$ cat src/sacf_pkg.sv
package sacf_pkg;

    localparam int SLOTS  = 16;
    localparam int SLOT_W = $clog2(SLOTS);
    localparam int ADDR_W = 20;
    localparam int SIZE_W = ADDR_W + 1;
    localparam int ID_W   = 32;
    localparam int ACT_W  = 2;
    localparam int ST_W   = 3;
    localparam int USED_W = SIZE_W + SLOT_W;
    localparam int IN_W   = 80;
    localparam int OUT_W  = 80;
    localparam int CFG_IDX_W  = 1;
    localparam int CFG_DATA_W = 21;

    localparam logic [SIZE_W-1:0] MEM_CAP = SIZE_W'(1) << ADDR_W;

    // actions
    localparam logic [ACT_W-1:0] ACT_CREATE = 2'd0;
    localparam logic [ACT_W-1:0] ACT_DELETE = 2'd1;
    localparam logic [ACT_W-1:0] ACT_CHECK  = 2'd2;

    // result status codes
    localparam logic [ST_W-1:0] ST_OK       = 3'd0;
    localparam logic [ST_W-1:0] ST_NOSPACE  = 3'd1;
    localparam logic [ST_W-1:0] ST_UNKNOWN  = 3'd2;
    localparam logic [ST_W-1:0] ST_SEGFAULT = 3'd3;
    localparam logic [ST_W-1:0] ST_FULL     = 3'd4;

    // configuration register indexes
    localparam logic [CFG_IDX_W-1:0] CFG_FIT_MODE = 1'd0;
    localparam logic [CFG_IDX_W-1:0] CFG_MEM_SIZE = 1'd1;

    typedef struct packed {
        logic              load;
        logic [SLOT_W-1:0] idx;
        logic              scan_a;
        logic              walk_init;
        logic              sel_init;
        logic              sel_scan;
        logic              step;
        logic              compact;
        logic              final_hole;
        logic              place;
        logic              del;
        logic              check_eval;
        logic              set_st;
        logic [ST_W-1:0]   st_code;
        logic              sum_init;
        logic              sum_scan;
        logic              out_load;
    } t_cmd;

    typedef struct packed {
        logic [ACT_W-1:0] action;
        logic             req_zero;
        logic             free_found;
        logic             match_found;
        logic             sel_found;
        logic             hole_found;
        logic             out_free;
    } t_sts;

endpackage

$ cat src/sacf_ctrl.sv
module sacf_ctrl (
    input  logic           i_clk,
    input  logic           i_rst_n,
    input  logic           i_in_valid,
    output logic           o_in_ready,
    input  sacf_pkg::t_sts i_sts,
    output sacf_pkg::t_cmd o_cmd
);
    import sacf_pkg::*;

    localparam logic [2:0] S_IDLE   = 3'd0;
    localparam logic [2:0] S_SCANA  = 3'd1;
    localparam logic [2:0] S_DECIDE = 3'd2;
    localparam logic [2:0] S_WSEL   = 3'd3;
    localparam logic [2:0] S_WSTEP  = 3'd4;
    localparam logic [2:0] S_WEND   = 3'd5;
    localparam logic [2:0] S_SUM    = 3'd6;
    localparam logic [2:0] S_DONE   = 3'd7;

    logic [2:0]        r_state, n_state;
    logic [SLOT_W-1:0] r_cnt, n_cnt;
    logic              r_cmp, n_cmp;
    logic              r_cmp_done, n_cmp_done;
    logic              last_slot;

    assign last_slot  = (r_cnt == SLOT_W'(SLOTS - 1));
    assign o_in_ready = (r_state == S_IDLE);

    // sequencer
    always_comb begin
        n_state    = r_state;
        n_cnt      = r_cnt;
        n_cmp      = r_cmp;
        n_cmp_done = r_cmp_done;
        o_cmd      = '0;
        o_cmd.idx  = r_cnt;
        o_cmd.compact = r_cmp;
        case (r_state)
            S_IDLE: begin
                if (i_in_valid) begin
                    o_cmd.load = 1'b1;
                    n_cnt      = '0;
                    n_state    = S_SCANA;
                end
            end
            S_SCANA: begin
                o_cmd.scan_a = 1'b1;
                n_cnt        = r_cnt + 1'b1;
                if (last_slot) n_state = S_DECIDE;
            end
            S_DECIDE: begin
                o_cmd.sum_init = 1'b1;
                n_cnt          = '0;
                n_state        = S_SUM;
                case (i_sts.action)
                    ACT_CREATE: begin
                        if (i_sts.req_zero) begin
                            o_cmd.set_st  = 1'b1;
                            o_cmd.st_code = ST_NOSPACE;
                        end else if (!i_sts.free_found) begin
                            o_cmd.set_st  = 1'b1;
                            o_cmd.st_code = ST_FULL;
                        end else begin
                            o_cmd.walk_init = 1'b1;
                            o_cmd.sel_init  = 1'b1;
                            n_cmp           = 1'b0;
                            n_cmp_done      = 1'b0;
                            n_state         = S_WSEL;
                        end
                    end
                    ACT_DELETE: begin
                        if (i_sts.match_found) begin
                            o_cmd.del = 1'b1;
                        end else begin
                            o_cmd.set_st  = 1'b1;
                            o_cmd.st_code = ST_UNKNOWN;
                        end
                    end
                    ACT_CHECK: begin
                        if (i_sts.match_found) begin
                            o_cmd.check_eval = 1'b1;
                        end else begin
                            o_cmd.set_st  = 1'b1;
                            o_cmd.st_code = ST_UNKNOWN;
                        end
                    end
                    default: begin
                    end
                endcase
            end
            S_WSEL: begin
                o_cmd.sel_scan = 1'b1;
                n_cnt          = r_cnt + 1'b1;
                if (last_slot) n_state = S_WSTEP;
            end
            S_WSTEP: begin
                n_cnt = '0;
                if (i_sts.sel_found) begin
                    o_cmd.step     = 1'b1;
                    o_cmd.sel_init = 1'b1;
                    n_state        = S_WSEL;
                end else begin
                    o_cmd.final_hole = !r_cmp;
                    n_state          = S_WEND;
                end
            end
            S_WEND: begin
                n_cnt          = '0;
                o_cmd.sum_init = 1'b1;
                if (r_cmp) begin
                    // compaction finished, search once more
                    o_cmd.walk_init = 1'b1;
                    o_cmd.sel_init  = 1'b1;
                    n_cmp           = 1'b0;
                    n_cmp_done      = 1'b1;
                    n_state         = S_WSEL;
                end else if (i_sts.hole_found) begin
                    o_cmd.place = 1'b1;
                    n_state     = S_SUM;
                end else if (!r_cmp_done) begin
                    o_cmd.walk_init = 1'b1;
                    o_cmd.sel_init  = 1'b1;
                    n_cmp           = 1'b1;
                    n_state         = S_WSEL;
                end else begin
                    o_cmd.set_st  = 1'b1;
                    o_cmd.st_code = ST_NOSPACE;
                    n_state       = S_SUM;
                end
            end
            S_SUM: begin
                o_cmd.sum_scan = 1'b1;
                n_cnt          = r_cnt + 1'b1;
                if (last_slot) n_state = S_DONE;
            end
            S_DONE: begin
                if (i_sts.out_free) begin
                    o_cmd.out_load = 1'b1;
                    n_state        = S_IDLE;
                end
            end
            default: n_state = S_IDLE;
        endcase
    end

    always_ff @(posedge i_clk) begin
        if (!i_rst_n) begin
            r_state    <= S_IDLE;
            r_cnt      <= '0;
            r_cmp      <= 1'b0;
            r_cmp_done <= 1'b0;
        end else begin
            r_state    <= n_state;
            r_cnt      <= n_cnt;
            r_cmp      <= n_cmp;
            r_cmp_done <= n_cmp_done;
        end
    end

endmodule

$ cat src/sacf_dp.sv
module sacf_dp (
    input  logic                            i_clk,
    input  logic                            i_rst_n,
    input  sacf_pkg::t_cmd                  i_cmd,
    output sacf_pkg::t_sts                  o_sts,
    input  logic                            i_cfg_valid,
    input  logic [sacf_pkg::CFG_IDX_W-1:0]  i_cfg_index,
    input  logic [sacf_pkg::CFG_DATA_W-1:0] i_cfg_data,
    input  logic [sacf_pkg::IN_W-1:0]       i_in_data,
    output logic                            o_out_valid,
    output logic [sacf_pkg::OUT_W-1:0]      o_out_data,
    input  logic                            i_out_ready
);
    import sacf_pkg::*;

    // configuration
    logic              r_fit;
    logic [SIZE_W-1:0] r_mem_bytes;
    logic [SIZE_W-1:0] mem;

    // segment table
    logic [SLOTS-1:0]  r_valid;
    logic [ID_W-1:0]   r_id    [SLOTS];
    logic [ADDR_W-1:0] r_start [SLOTS];
    logic [ADDR_W-1:0] r_end   [SLOTS];
    logic [ID_W-1:0]   r_id_cnt;

    // latched item
    logic [ACT_W-1:0]  r_action;
    logic [SIZE_W-1:0] r_req;
    logic [ID_W-1:0]   r_target;
    logic [ADDR_W-1:0] r_offset;

    // search state
    logic              r_free_found;
    logic [SLOT_W-1:0] r_free_idx;
    logic              r_m_found;
    logic [SLOT_W-1:0] r_m_idx;
    logic [ADDR_W-1:0] r_m_start;
    logic [SIZE_W-1:0] r_m_size;
    logic              r_sel_found;
    logic [SLOT_W-1:0] r_sel_idx;
    logic [ADDR_W-1:0] r_sel_start;
    logic              r_have_last;
    logic [ADDR_W-1:0] r_last;
    logic [SIZE_W-1:0] r_cursor;
    logic              r_found;
    logic [SIZE_W-1:0] r_best_base;
    logic [SIZE_W-1:0] r_best_len;
    logic [USED_W-1:0] r_used;

    // result
    logic [ST_W-1:0]   r_status;
    logic [ID_W-1:0]   r_nid;
    logic [ADDR_W-1:0] r_base;
    logic              r_out_valid;
    logic [OUT_W-1:0]  r_out_data;

    // combinational helpers
    logic [SLOT_W-1:0] rd_idx;
    logic              rd_valid;
    logic [ID_W-1:0]   rd_id;
    logic [ADDR_W-1:0] rd_start;
    logic [ADDR_W-1:0] rd_end;
    logic [SIZE_W-1:0] rd_size;
    logic [SIZE_W-1:0] lim;
    logic [SIZE_W-1:0] after;
    logic              hole_en;
    logic [SIZE_W-1:0] hole_len;
    logic              take;
    logic [SIZE_W:0]   acc_end;
    logic [SIZE_W:0]   cmp_next;
    logic [SIZE_W-1:0] free_val;
    logic [SIZE_W:0]   place_end;

    assign mem = (r_mem_bytes > MEM_CAP) ? MEM_CAP : r_mem_bytes;

    // single read port of the table
    assign rd_idx   = i_cmd.step ? r_sel_idx : i_cmd.idx;
    assign rd_valid = r_valid[rd_idx];
    assign rd_id    = r_id[rd_idx];
    assign rd_start = r_start[rd_idx];
    assign rd_end   = r_end[rd_idx];
    assign rd_size  = {1'b0, rd_end} - {1'b0, rd_start} + SIZE_W'(1);

    // hole evaluation
    assign lim   = ({1'b0, rd_start} > mem) ? mem : {1'b0, rd_start};
    assign after = {1'b0, rd_end} + SIZE_W'(1);
    always_comb begin
        hole_en  = 1'b0;
        hole_len = '0;
        if (i_cmd.step && !i_cmd.compact && (lim > r_cursor)) begin
            hole_en  = 1'b1;
            hole_len = lim - r_cursor;
        end else if (i_cmd.final_hole && (mem > r_cursor)) begin
            hole_en  = 1'b1;
            hole_len = mem - r_cursor;
        end
    end
    assign take = hole_en && (hole_len >= r_req) &&
                  (r_fit ? (!r_found || (hole_len >= r_best_len)) : !r_found);

    assign acc_end   = {1'b0, r_offset} + {1'b0, r_req};
    assign cmp_next  = {1'b0, r_cursor} + {1'b0, rd_size};
    assign place_end = {1'b0, r_best_base} + {1'b0, r_req} - (SIZE_W + 1)'(1);
    assign free_val  = (r_used > USED_W'(mem)) ? '0 : (mem - r_used[SIZE_W-1:0]);

    assign o_sts.action      = r_action;
    assign o_sts.req_zero    = (r_req == '0);
    assign o_sts.free_found  = r_free_found;
    assign o_sts.match_found = r_m_found;
    assign o_sts.sel_found   = r_sel_found;
    assign o_sts.hole_found  = r_found;
    assign o_sts.out_free    = !r_out_valid || i_out_ready;

    assign o_out_valid = r_out_valid;
    assign o_out_data  = r_out_data;

    // configuration registers
    always_ff @(posedge i_clk) begin
        if (!i_rst_n) begin
            r_fit       <= 1'b0;
            r_mem_bytes <= MEM_CAP;
        end else if (i_cfg_valid) begin
            case (i_cfg_index)
                CFG_FIT_MODE: r_fit       <= i_cfg_data[0];
                CFG_MEM_SIZE: r_mem_bytes <= i_cfg_data[SIZE_W-1:0];
                default: begin
                end
            endcase
        end
    end

    // valid bits and id counter
    always_ff @(posedge i_clk) begin
        if (!i_rst_n) begin
            r_valid  <= '0;
            r_id_cnt <= '0;
        end else begin
            if (i_cmd.del) r_valid[r_m_idx] <= 1'b0;
            if (i_cmd.place) begin
                r_valid[r_free_idx] <= 1'b1;
                r_id_cnt            <= r_id_cnt + 1'b1;
            end
        end
    end

    // table payload writes
    always_ff @(posedge i_clk) begin
        if (i_cmd.step && i_cmd.compact) begin
            r_start[r_sel_idx] <= r_cursor[ADDR_W-1:0];
            r_end[r_sel_idx]   <= ADDR_W'(cmp_next - (SIZE_W + 1)'(1));
        end
        if (i_cmd.place) begin
            r_id[r_free_idx]    <= r_id_cnt;
            r_start[r_free_idx] <= r_best_base[ADDR_W-1:0];
            r_end[r_free_idx]   <= place_end[ADDR_W-1:0];
        end
    end

    // item latch, scans and walk
    always_ff @(posedge i_clk) begin
        if (i_cmd.load) begin
            r_action     <= i_in_data[ACT_W-1:0];
            r_req        <= i_in_data[ACT_W +: SIZE_W];
            r_target     <= i_in_data[ACT_W+SIZE_W +: ID_W];
            r_offset     <= i_in_data[ACT_W+SIZE_W+ID_W +: ADDR_W];
            r_free_found <= 1'b0;
            r_m_found    <= 1'b0;
            r_status     <= ST_OK;
            r_nid        <= '0;
            r_base       <= '0;
        end
        // lowest free slot and lowest-start id match
        if (i_cmd.scan_a) begin
            if (!rd_valid && !r_free_found) begin
                r_free_found <= 1'b1;
                r_free_idx   <= i_cmd.idx;
            end
            if (rd_valid && (rd_id == r_target) && (!r_m_found || (rd_start < r_m_start))) begin
                r_m_found <= 1'b1;
                r_m_idx   <= i_cmd.idx;
                r_m_start <= rd_start;
                r_m_size  <= rd_size;
            end
        end
        if (i_cmd.walk_init) begin
            r_cursor    <= '0;
            r_have_last <= 1'b0;
            r_found     <= 1'b0;
            r_best_base <= '0;
            r_best_len  <= '0;
        end
        if (i_cmd.sel_init) r_sel_found <= 1'b0;
        // next segment in address order
        if (i_cmd.sel_scan && rd_valid && (!r_have_last || (rd_start > r_last)) &&
            (!r_sel_found || (rd_start < r_sel_start))) begin
            r_sel_found <= 1'b1;
            r_sel_idx   <= i_cmd.idx;
            r_sel_start <= rd_start;
        end
        if (i_cmd.step) begin
            r_have_last <= 1'b1;
            r_last      <= r_sel_start;
            if (i_cmd.compact) begin
                r_cursor <= cmp_next[SIZE_W-1:0];
            end else if (after > r_cursor) begin
                r_cursor <= after;
            end
        end
        if (take) begin
            r_found     <= 1'b1;
            r_best_base <= r_cursor;
            r_best_len  <= hole_len;
        end
        // results
        if (i_cmd.set_st) r_status <= i_cmd.st_code;
        if (i_cmd.check_eval) begin
            r_base <= r_m_start;
            if (acc_end > {1'b0, r_m_size}) r_status <= ST_SEGFAULT;
        end
        if (i_cmd.place) begin
            r_nid  <= r_id_cnt;
            r_base <= r_best_base[ADDR_W-1:0];
        end
        if (i_cmd.sum_init) r_used <= '0;
        if (i_cmd.sum_scan && rd_valid) r_used <= r_used + USED_W'(rd_size);
    end

    // output register
    always_ff @(posedge i_clk) begin
        if (!i_rst_n) begin
            r_out_valid <= 1'b0;
        end else if (i_cmd.out_load) begin
            r_out_valid <= 1'b1;
        end else if (i_out_ready) begin
            r_out_valid <= 1'b0;
        end
    end

    always_ff @(posedge i_clk) begin
        if (i_cmd.out_load) begin
            r_out_data <= OUT_W'({free_val, r_base, r_nid, r_status});
        end
    end

endmodule

$ cat src/segment_allocator_fit_compact_core.sv
// Segment allocator with first fit / worst fit placement and compaction.
// Input stream s_axis carries one request item: action, req_size, target_id
// and access_offset. Output stream m_axis returns one result item per request:
// status, new_id, seg_base and free_bytes.
// Configuration channel i_cfg_* writes fit_mode (index 0) and memory_bytes
// (index 1); it is always ready and should be used while no request is open.
// One request is worked at a time. The work is done in sweeps over the
// slot table through its single read port: a lookup sweep, one selection
// sweep per segment plus one in each address-order walk, and a final sum
// sweep. Delete, check and rejected creates need only the lookup and sum
// sweeps; a create runs up to three walks (search, compaction, search
// again) when no hole fits at first.
// The result sits in an output register; the next request is taken while it
// waits, and a stalled receiver only holds the block once a second result is
// ready. Synchronous reset clears the table, the id counter and the
// configuration (first fit, 1048576 bytes).
module segment_allocator_fit_compact_core (
    input  logic                            i_clk,
    input  logic                            i_rst_n,
    input  logic                            s_axis_tvalid,
    output logic                            s_axis_tready,
    // action[1:0], req_size[22:2], target_id[54:23], access_offset[74:55]
    input  logic [sacf_pkg::IN_W-1:0]       s_axis_tdata,
    output logic                            m_axis_tvalid,
    input  logic                            m_axis_tready,
    // status[2:0], new_id[34:3], seg_base[54:35], free_bytes[75:55]
    output logic [sacf_pkg::OUT_W-1:0]      m_axis_tdata,
    input  logic                            i_cfg_valid,
    output logic                            o_cfg_ready,
    input  logic [sacf_pkg::CFG_IDX_W-1:0]  i_cfg_index,
    input  logic [sacf_pkg::CFG_DATA_W-1:0] i_cfg_data
);
    import sacf_pkg::*;

    t_cmd cmd;
    t_sts sts;

    assign o_cfg_ready = 1'b1;

    sacf_ctrl u_ctrl (
        .i_clk      (i_clk),
        .i_rst_n    (i_rst_n),
        .i_in_valid (s_axis_tvalid),
        .o_in_ready (s_axis_tready),
        .i_sts      (sts),
        .o_cmd      (cmd)
    );

    sacf_dp u_dp (
        .i_clk       (i_clk),
        .i_rst_n     (i_rst_n),
        .i_cmd       (cmd),
        .o_sts       (sts),
        .i_cfg_valid (i_cfg_valid),
        .i_cfg_index (i_cfg_index),
        .i_cfg_data  (i_cfg_data),
        .i_in_data   (s_axis_tdata),
        .o_out_valid (m_axis_tvalid),
        .o_out_data  (m_axis_tdata),
        .i_out_ready (m_axis_tready)
    );

endmodule

$ cat config.mk
export PLATFORM = sky130hd
export DESIGN_NAME = segment_allocator_fit_compact_core
export DESIGN_NICKNAME = d
export VERILOG_FILES = /design/src/sacf_pkg.sv /design/src/sacf_ctrl.sv /design/src/sacf_dp.sv /design/src/segment_allocator_fit_compact_core.sv
export SDC_FILE = /design/constraint.sdc
export NUM_CORES = 2
export LEC_CHECK = 0
export BUFFER_PORTS_ARGS = -buffer_cell sky130_fd_sc_hd__clkbuf_2
export CORE_UTILIZATION = 46
export CTS_CLUSTER_DIAMETER = 120
export DETAILED_ROUTE_END_ITERATION = 12
export PLACE_DENSITY = 0.69
export SYNTH_ARGS = -nofsm -noshare
export SYNTH_HDL_FRONTEND = slang
export SYNTH_HIERARCHICAL = 1
export SYNTH_SLANG_ARGS = --single-unit
export TNS_END_PERCENT = 100
$ cat constraint.sdc
create_clock -name i_clk -period 16.81 [get_ports i_clk]
set_clock_uncertainty 0.15 [all_clocks]
set_input_delay 1.681 -clock i_clk [delete_from_list [all_inputs] [get_ports i_clk]]
set_output_delay 1.681 -clock i_clk [all_outputs]
set_load 0.05 [all_outputs]
* Yosys cells after proc, flatten, opt, wreduce, memory -nomap -nowiden
Memories as Yosys holds them, arrays and structs flattened.
Index checks and enable logic that the tools add are counted.
W data, S select, Z words.
** Storage, ports and cells
- Flip-flop bits (word level) :: 471
- Bits in latches :: 0
- RAM bits :: 1152
- Bits in read-only memories :: 0
- Input port bits :: 107
- Output and inout port bits :: 83
- Logic and storage cells :: 254
- Memories kept :: 3
** Cells by class
- Add/subtract/negate cells :: 14
- $mul :: 0
- Div/mod/pow operators :: 0
- Magnitude comparators :: 17
- Equal/unequal tests :: 20
- Shift-type cells :: 0
- Mux-type cells :: 111
- Bitwise gates (word level) :: 4
- Reduce and logical (&&, ||, !) cells :: 51
** Memory list
- u_dp.r_id :: words 16, width 32, rd ports 1, clocked after Yosys merged registers in 0, wr ports 1, line sacf_dp.sv:23 : logic [ID_W-1:0] r_id [SLOTS];
- u_dp.r_end :: words 16, width 20, rd ports 1, clocked after Yosys merged registers in 0, wr ports 1, line sacf_dp.sv:25 : logic [ADDR_W-1:0] r_end [SLOTS];
- u_dp.r_start :: words 16, width 20, rd ports 1, clocked after Yosys merged registers in 0, wr ports 1, line sacf_dp.sv:24 : logic [ADDR_W-1:0] r_start [SLOTS];
** Operator list (count)
- $mux W21 :: 10
- $mux W20 :: 6
- $mux W32 :: 2
- $gt A21 B21 Y1 :: 3
- $sub A21 B21 Y21 :: 3
- $mux W25 :: 2
- $mux W16 :: 3
- $mux W3 :: 16
- $mux W1 :: 44
- $ge A21 B21 Y1 :: 2
- $lt A20 B20 Y1 :: 2
- $mux W4 :: 10
- $reduce_or A20 Y1 :: 2
- $sub A20 B1 Y20 const B :: 2
- $add A32 B1 Y32 const B :: 1
- $eq A32 B32 Y1 :: 1
- $add A25 B21 Y25 :: 1
- $gt A25 B21 Y1 :: 1
- $pmux W3 S8 :: 1
- $add A20 B21 Y22 :: 1
- $gt A22 B21 Y1 :: 1
- $add A20 B1 Y21 const B :: 1
- $add A21 B1 Y21 const B :: 1
- $add A21 B21 Y21 :: 1
- other kinds (41) :: 100

* Logic depth before layout (Yosys ltp)
An unclocked memory read counts as a cell.
- Depth after elaboration :: 14
- Gate-level depth with buffers :: 51
- Mapped depth without buffers :: 38

* Hierarchy
The synthesis kept the hierarchy.
** By module, submodules not included
- sacf_dp :: times used 1, cells an instance 6756, area each 82510.4 µm², seq. area each 47465.5 µm²
- sacf_ctrl :: times used 1, cells an instance 104, area each 870.8 µm², seq. area each 180.2 µm²
- segment_allocator_fit_compact_core :: times used 1, cells an instance 2, area each 11.3 µm², seq. area each 0.0 µm²

* Least setup slack after synthesis
OpenSTA, ideal clock, no wires.
- Kind :: register to register
- Start :: register u_ctrl.r_state[2]
- End :: register u_dp.r_best_base[0], enable pin
- Library setup time :: 0.399 ns
- Arrival :: 12.330 ns
- Required time :: 16.261 ns
- Setup slack :: 3.931 ns
- Cell stages (with the launch flop) :: 49
- Path buffers :: 14
- Period minus slack after synthesis :: 12.879 ns
- Cell sequence :: dfxtp_1 -> buf_6 -> buf_8 -> nand2_1 -> nor3_1 -> buf_6 -> mux2_4 -> buf_6 -> buf_6 -> buf_6 -> buf_2 -> buf_2 -> buf_2 -> buf_2 -> mux4_2 -> nand2_1 -> a31oi_1 -> ha_1 -> [13 not listed] -> o211ai_1 -> a2111oi_0 -> o21bai_1 -> a31oi_1 -> clkbuf_1 -> nand3_1 -> o21ai_0 -> ha_1 -> a21o_1 -> a21o_1 -> a21oi_1 -> o21ai_0 -> nand3_1 -> and3_1 -> nor4_1 -> o21ai_0 -> clkbuf_1 -> nand2_1
** RTL lines
- start, declared :: line sacf_ctrl.sv:20 : logic [2:0] r_state, n_state;
- start signal, assigned :: line sacf_ctrl.sv:153 : r_state <= n_state;
- end signal, assigned :: line sacf_dp.sv:213 : r_best_base <= r_cursor;
- end, declared :: line sacf_dp.sv:48 : logic [SIZE_W-1:0] r_best_base;

==> results_dict.tcl <==
set metrics [dict create \
    die_w_um 428 \
    htreeDepth 4 \
    ios 190 \
    cts_tree "done" \
    setup_tns_ns 0 \
    synth_most_common_cell "edfxtp_1" \
    fin_nets 7448 \
    slowest_stage "dfxtp_1" \
    report.final.slew_viol_count 0 \
    n_fill_cell 15318 \
    die_h_um 428 \
    cts.repair.resized 0 \
    grt_setup_unrepaired "no" \
    crit_path_frequent_cell "buf_4" \
    grt_first_pass_wirelength_um 365000 \
    syn_area_sq_um 83400 \
    dp_cells 9127 \
    yosysTopAreaCellShare_pct 54.5 \
    clock-sinks 1623 \
    p_per_area_nw_per_um2 170 \
    vias 58391 \
    antenna_found_initial 6 \
    crit_required_ns 16.97 \
    slowest_delay_ns 0.87 \
    avgRoutedWirePerCell_um 26.6 \
    clk_latency_ns 0.86 \
    cts_hold_buf 0 \
    stdcell_count 9447 \
    initial_core_util_pct 46.5 \
    critPathCaptureType "register" \
    wirelength_um 251000 \
    cts_buffer_depth 3 \
    synthTopCellsByArea "edfxtp_1, ha_1, mux4_2" \
    critPathArrivalTime_ns 13.11 \
    clock.fmax_ghz 0.0772 \
    place_area_sq_um 86900 \
    drv_cap 0 \
    gp_congestion 0.949 \
    hold_violations 0 \
    power.leakage_nw 34.4 \
    vdd_drop_max_mv 0.184 \
    synthesis.instances 6862 \
    ys_warn_count 6 \
    syn_avg_cell_area_sq_um 12.2 \
    grt_pass1_vias 56179 \
    rows 155 \
    viasPerCell 6.18 \
    synth_seq_cells 1623 \
    synth_flop_cell "edfxtp_1" \
    synth_common_cells "edfxtp_1, nand2_1, o21ai_0, ha_1, nor2_1" \
    dr.pass1.iters 6 \
    drive_above_1_share_pct 12.3 \
    timing.hold.ws_ns 0.245 \
    min_path_type "reg2reg" \
    synth_edf_count 1514 \
    cp-start-kind "register" \
    grt_max_degree 113 \
    max_slew_margin_pct 4.90 \
    ctsRootBufferMaster "clkbuf_16" \
    power.total_mw 15.7 \
    worst_pin_slew_ns 1.42 \
    crit_type "reg2reg" \
    grt_util_all_layers_pct 27.1 \
    cp_max_fo 66 \
    synth_cell_types 102 \
    dp_hpwl_um 158000 \
    synth_area_leader_cell "edfxtp_1" \
    fin_crit_sh_pct 77.0 \
    core_sq_um 179000 \
    io_buffers 179 \
    area_growth_pct 10.9 \
    drt_iter0_markers 7436 \
    status "complete, no violations" \
    numCtsBuffers 171 \
    post-route-min-period_ns 12.95 \
    ant_nets 0 \
    post-route-drc-count 0 \
    setup_viol_count_final 0 \
    fin_area_sq_um 92500 \
    postCtsSetupBuffers 0 \
    clkTransAtPathRegs_ns 0.06 \
    grt.overflow.total 0 \
    ys_seq_area_share_pct 57.1 \
    dieArea_sq_um 183000 \
    synth_async_sr_flop_share_pct 0 \
]
==> critical path, delay by kind of cell, from the launching register on <==
kind / cells / cell delay [ns]
buffers and inverters: 5 / 2.13
multiplexers: 3 / 1.56
flip-flops: 1 / 0.87
adder cells (fa/ha/maj): 3 / 0.92
AO/OA/AOI/OAI: 13 / 2.89
AND/OR/NAND/NOR: 16 / 3.72
==> path summary, 6_finish.rpt <==
check,from,endpoint,slack [ns],depth (start not counted)
max,u_ctrl/r_state[2]$_SDFFE_PN0P_,u_dp/r_best_len[11]$_SDFFCE_PN0P_,3.86,40
min,u_dp/r_base[19]$_DFFE_PP_,u_dp/o_out_data[54]$_DFFE_PP_,0.24,0
max reg2reg,u_ctrl/r_state[2]$_SDFFE_PN0P_,u_dp/r_best_len[11]$_SDFFCE_PN0P_,3.86,40
min reg2reg,u_dp/r_base[19]$_DFFE_PP_,u_dp/o_out_data[54]$_DFFE_PP_,0.24,0
==> metrics by stage <==
stage	worst slack (ns)	utilization, %
after floorplan	3.93	-
after global placement	4.13	48.5
after detailed placement	4.08	48.5
after CTS	4.10	51.6
after global routing	3.07	51.6
final	3.86	51.6
==> area by class of cell <==
cell class	instances	area [sq um]	area share, %
Timing Repair Buffer	323	2000	2.17
Inverter	334	1290	1.40
Clock inverter	80	927	1.00
Antenna cell	3	7.51	0.00812
Multi-Input combinational cell	4492	33000	35.7
Tap cell	2355	2950	3.19
Sequential cell	1623	47600	51.5
Clock buffer	237	4670	5.05
==> sequential cells by signal, indices dropped and copies added, names as in the netlist, 25 cells and up <==
| register | cells |
|---|---|
| u_dp/r_end | 320 |
| u_dp/r_id_cnt | 32 |
| u_dp/r_used | 25 |
| u_dp/r_start | 320 |
| u_dp/o_out_data | 76 |
| u_dp/r_nid | 32 |
| u_dp/r_id | 512 |
| u_dp/r_target | 32 |
==> cells by family after synthesis <==
| group | share of synthesized area [%] |
|---|---|
| AOI/OAI and AO/OA | 10.5 |
| other | 0.00901 |
| xor gates and xnor gates | 2.23 |
| DFF | 57.1 |
| adders and majority gates | 6.03 |
| buffers and inverters | 3.78 |
| muxes | 9.70 |
| and+or+nand+nor | 10.7 |
==> cells in the final DEF, fill, tap and decap left out, types with 53 or more instances in the layout <==
cell type and count:
o21ai_0 508, clkbuf_2 178, dfxtp_1 109, mux4_2 210, clkbuf_16 171, nand2_1 883, o21a_1 53, xor2_1 70
a21o_1 87, mux2i_1 300, inv_1 314, a21oi_1 311, nand3_1 147, and3_1 67, xnor2_1 135, edfxtp_1 1514
a21boi_0 53, nor2_1 339, and2_1 104, buf_4 143, nor3_1 101, ha_1 388
==> per-layer routing <==
layer	wire length, um	track usage [%]	part of all wire (%)
met1	97400	35.9	39
met2	117000	43.5	46
met3	25800	5.23	10
met4	11400	11.5	4.6
met5	13	0	0.0052
==> where the power goes <==
part	switching, mW	total (mW)	internal, mW
clock	1.65	3.78	2.13
sequential	0.0837	5.41	5.33
combinational	4.09	6.53	2.43
(Power assumes the default switching activity.)
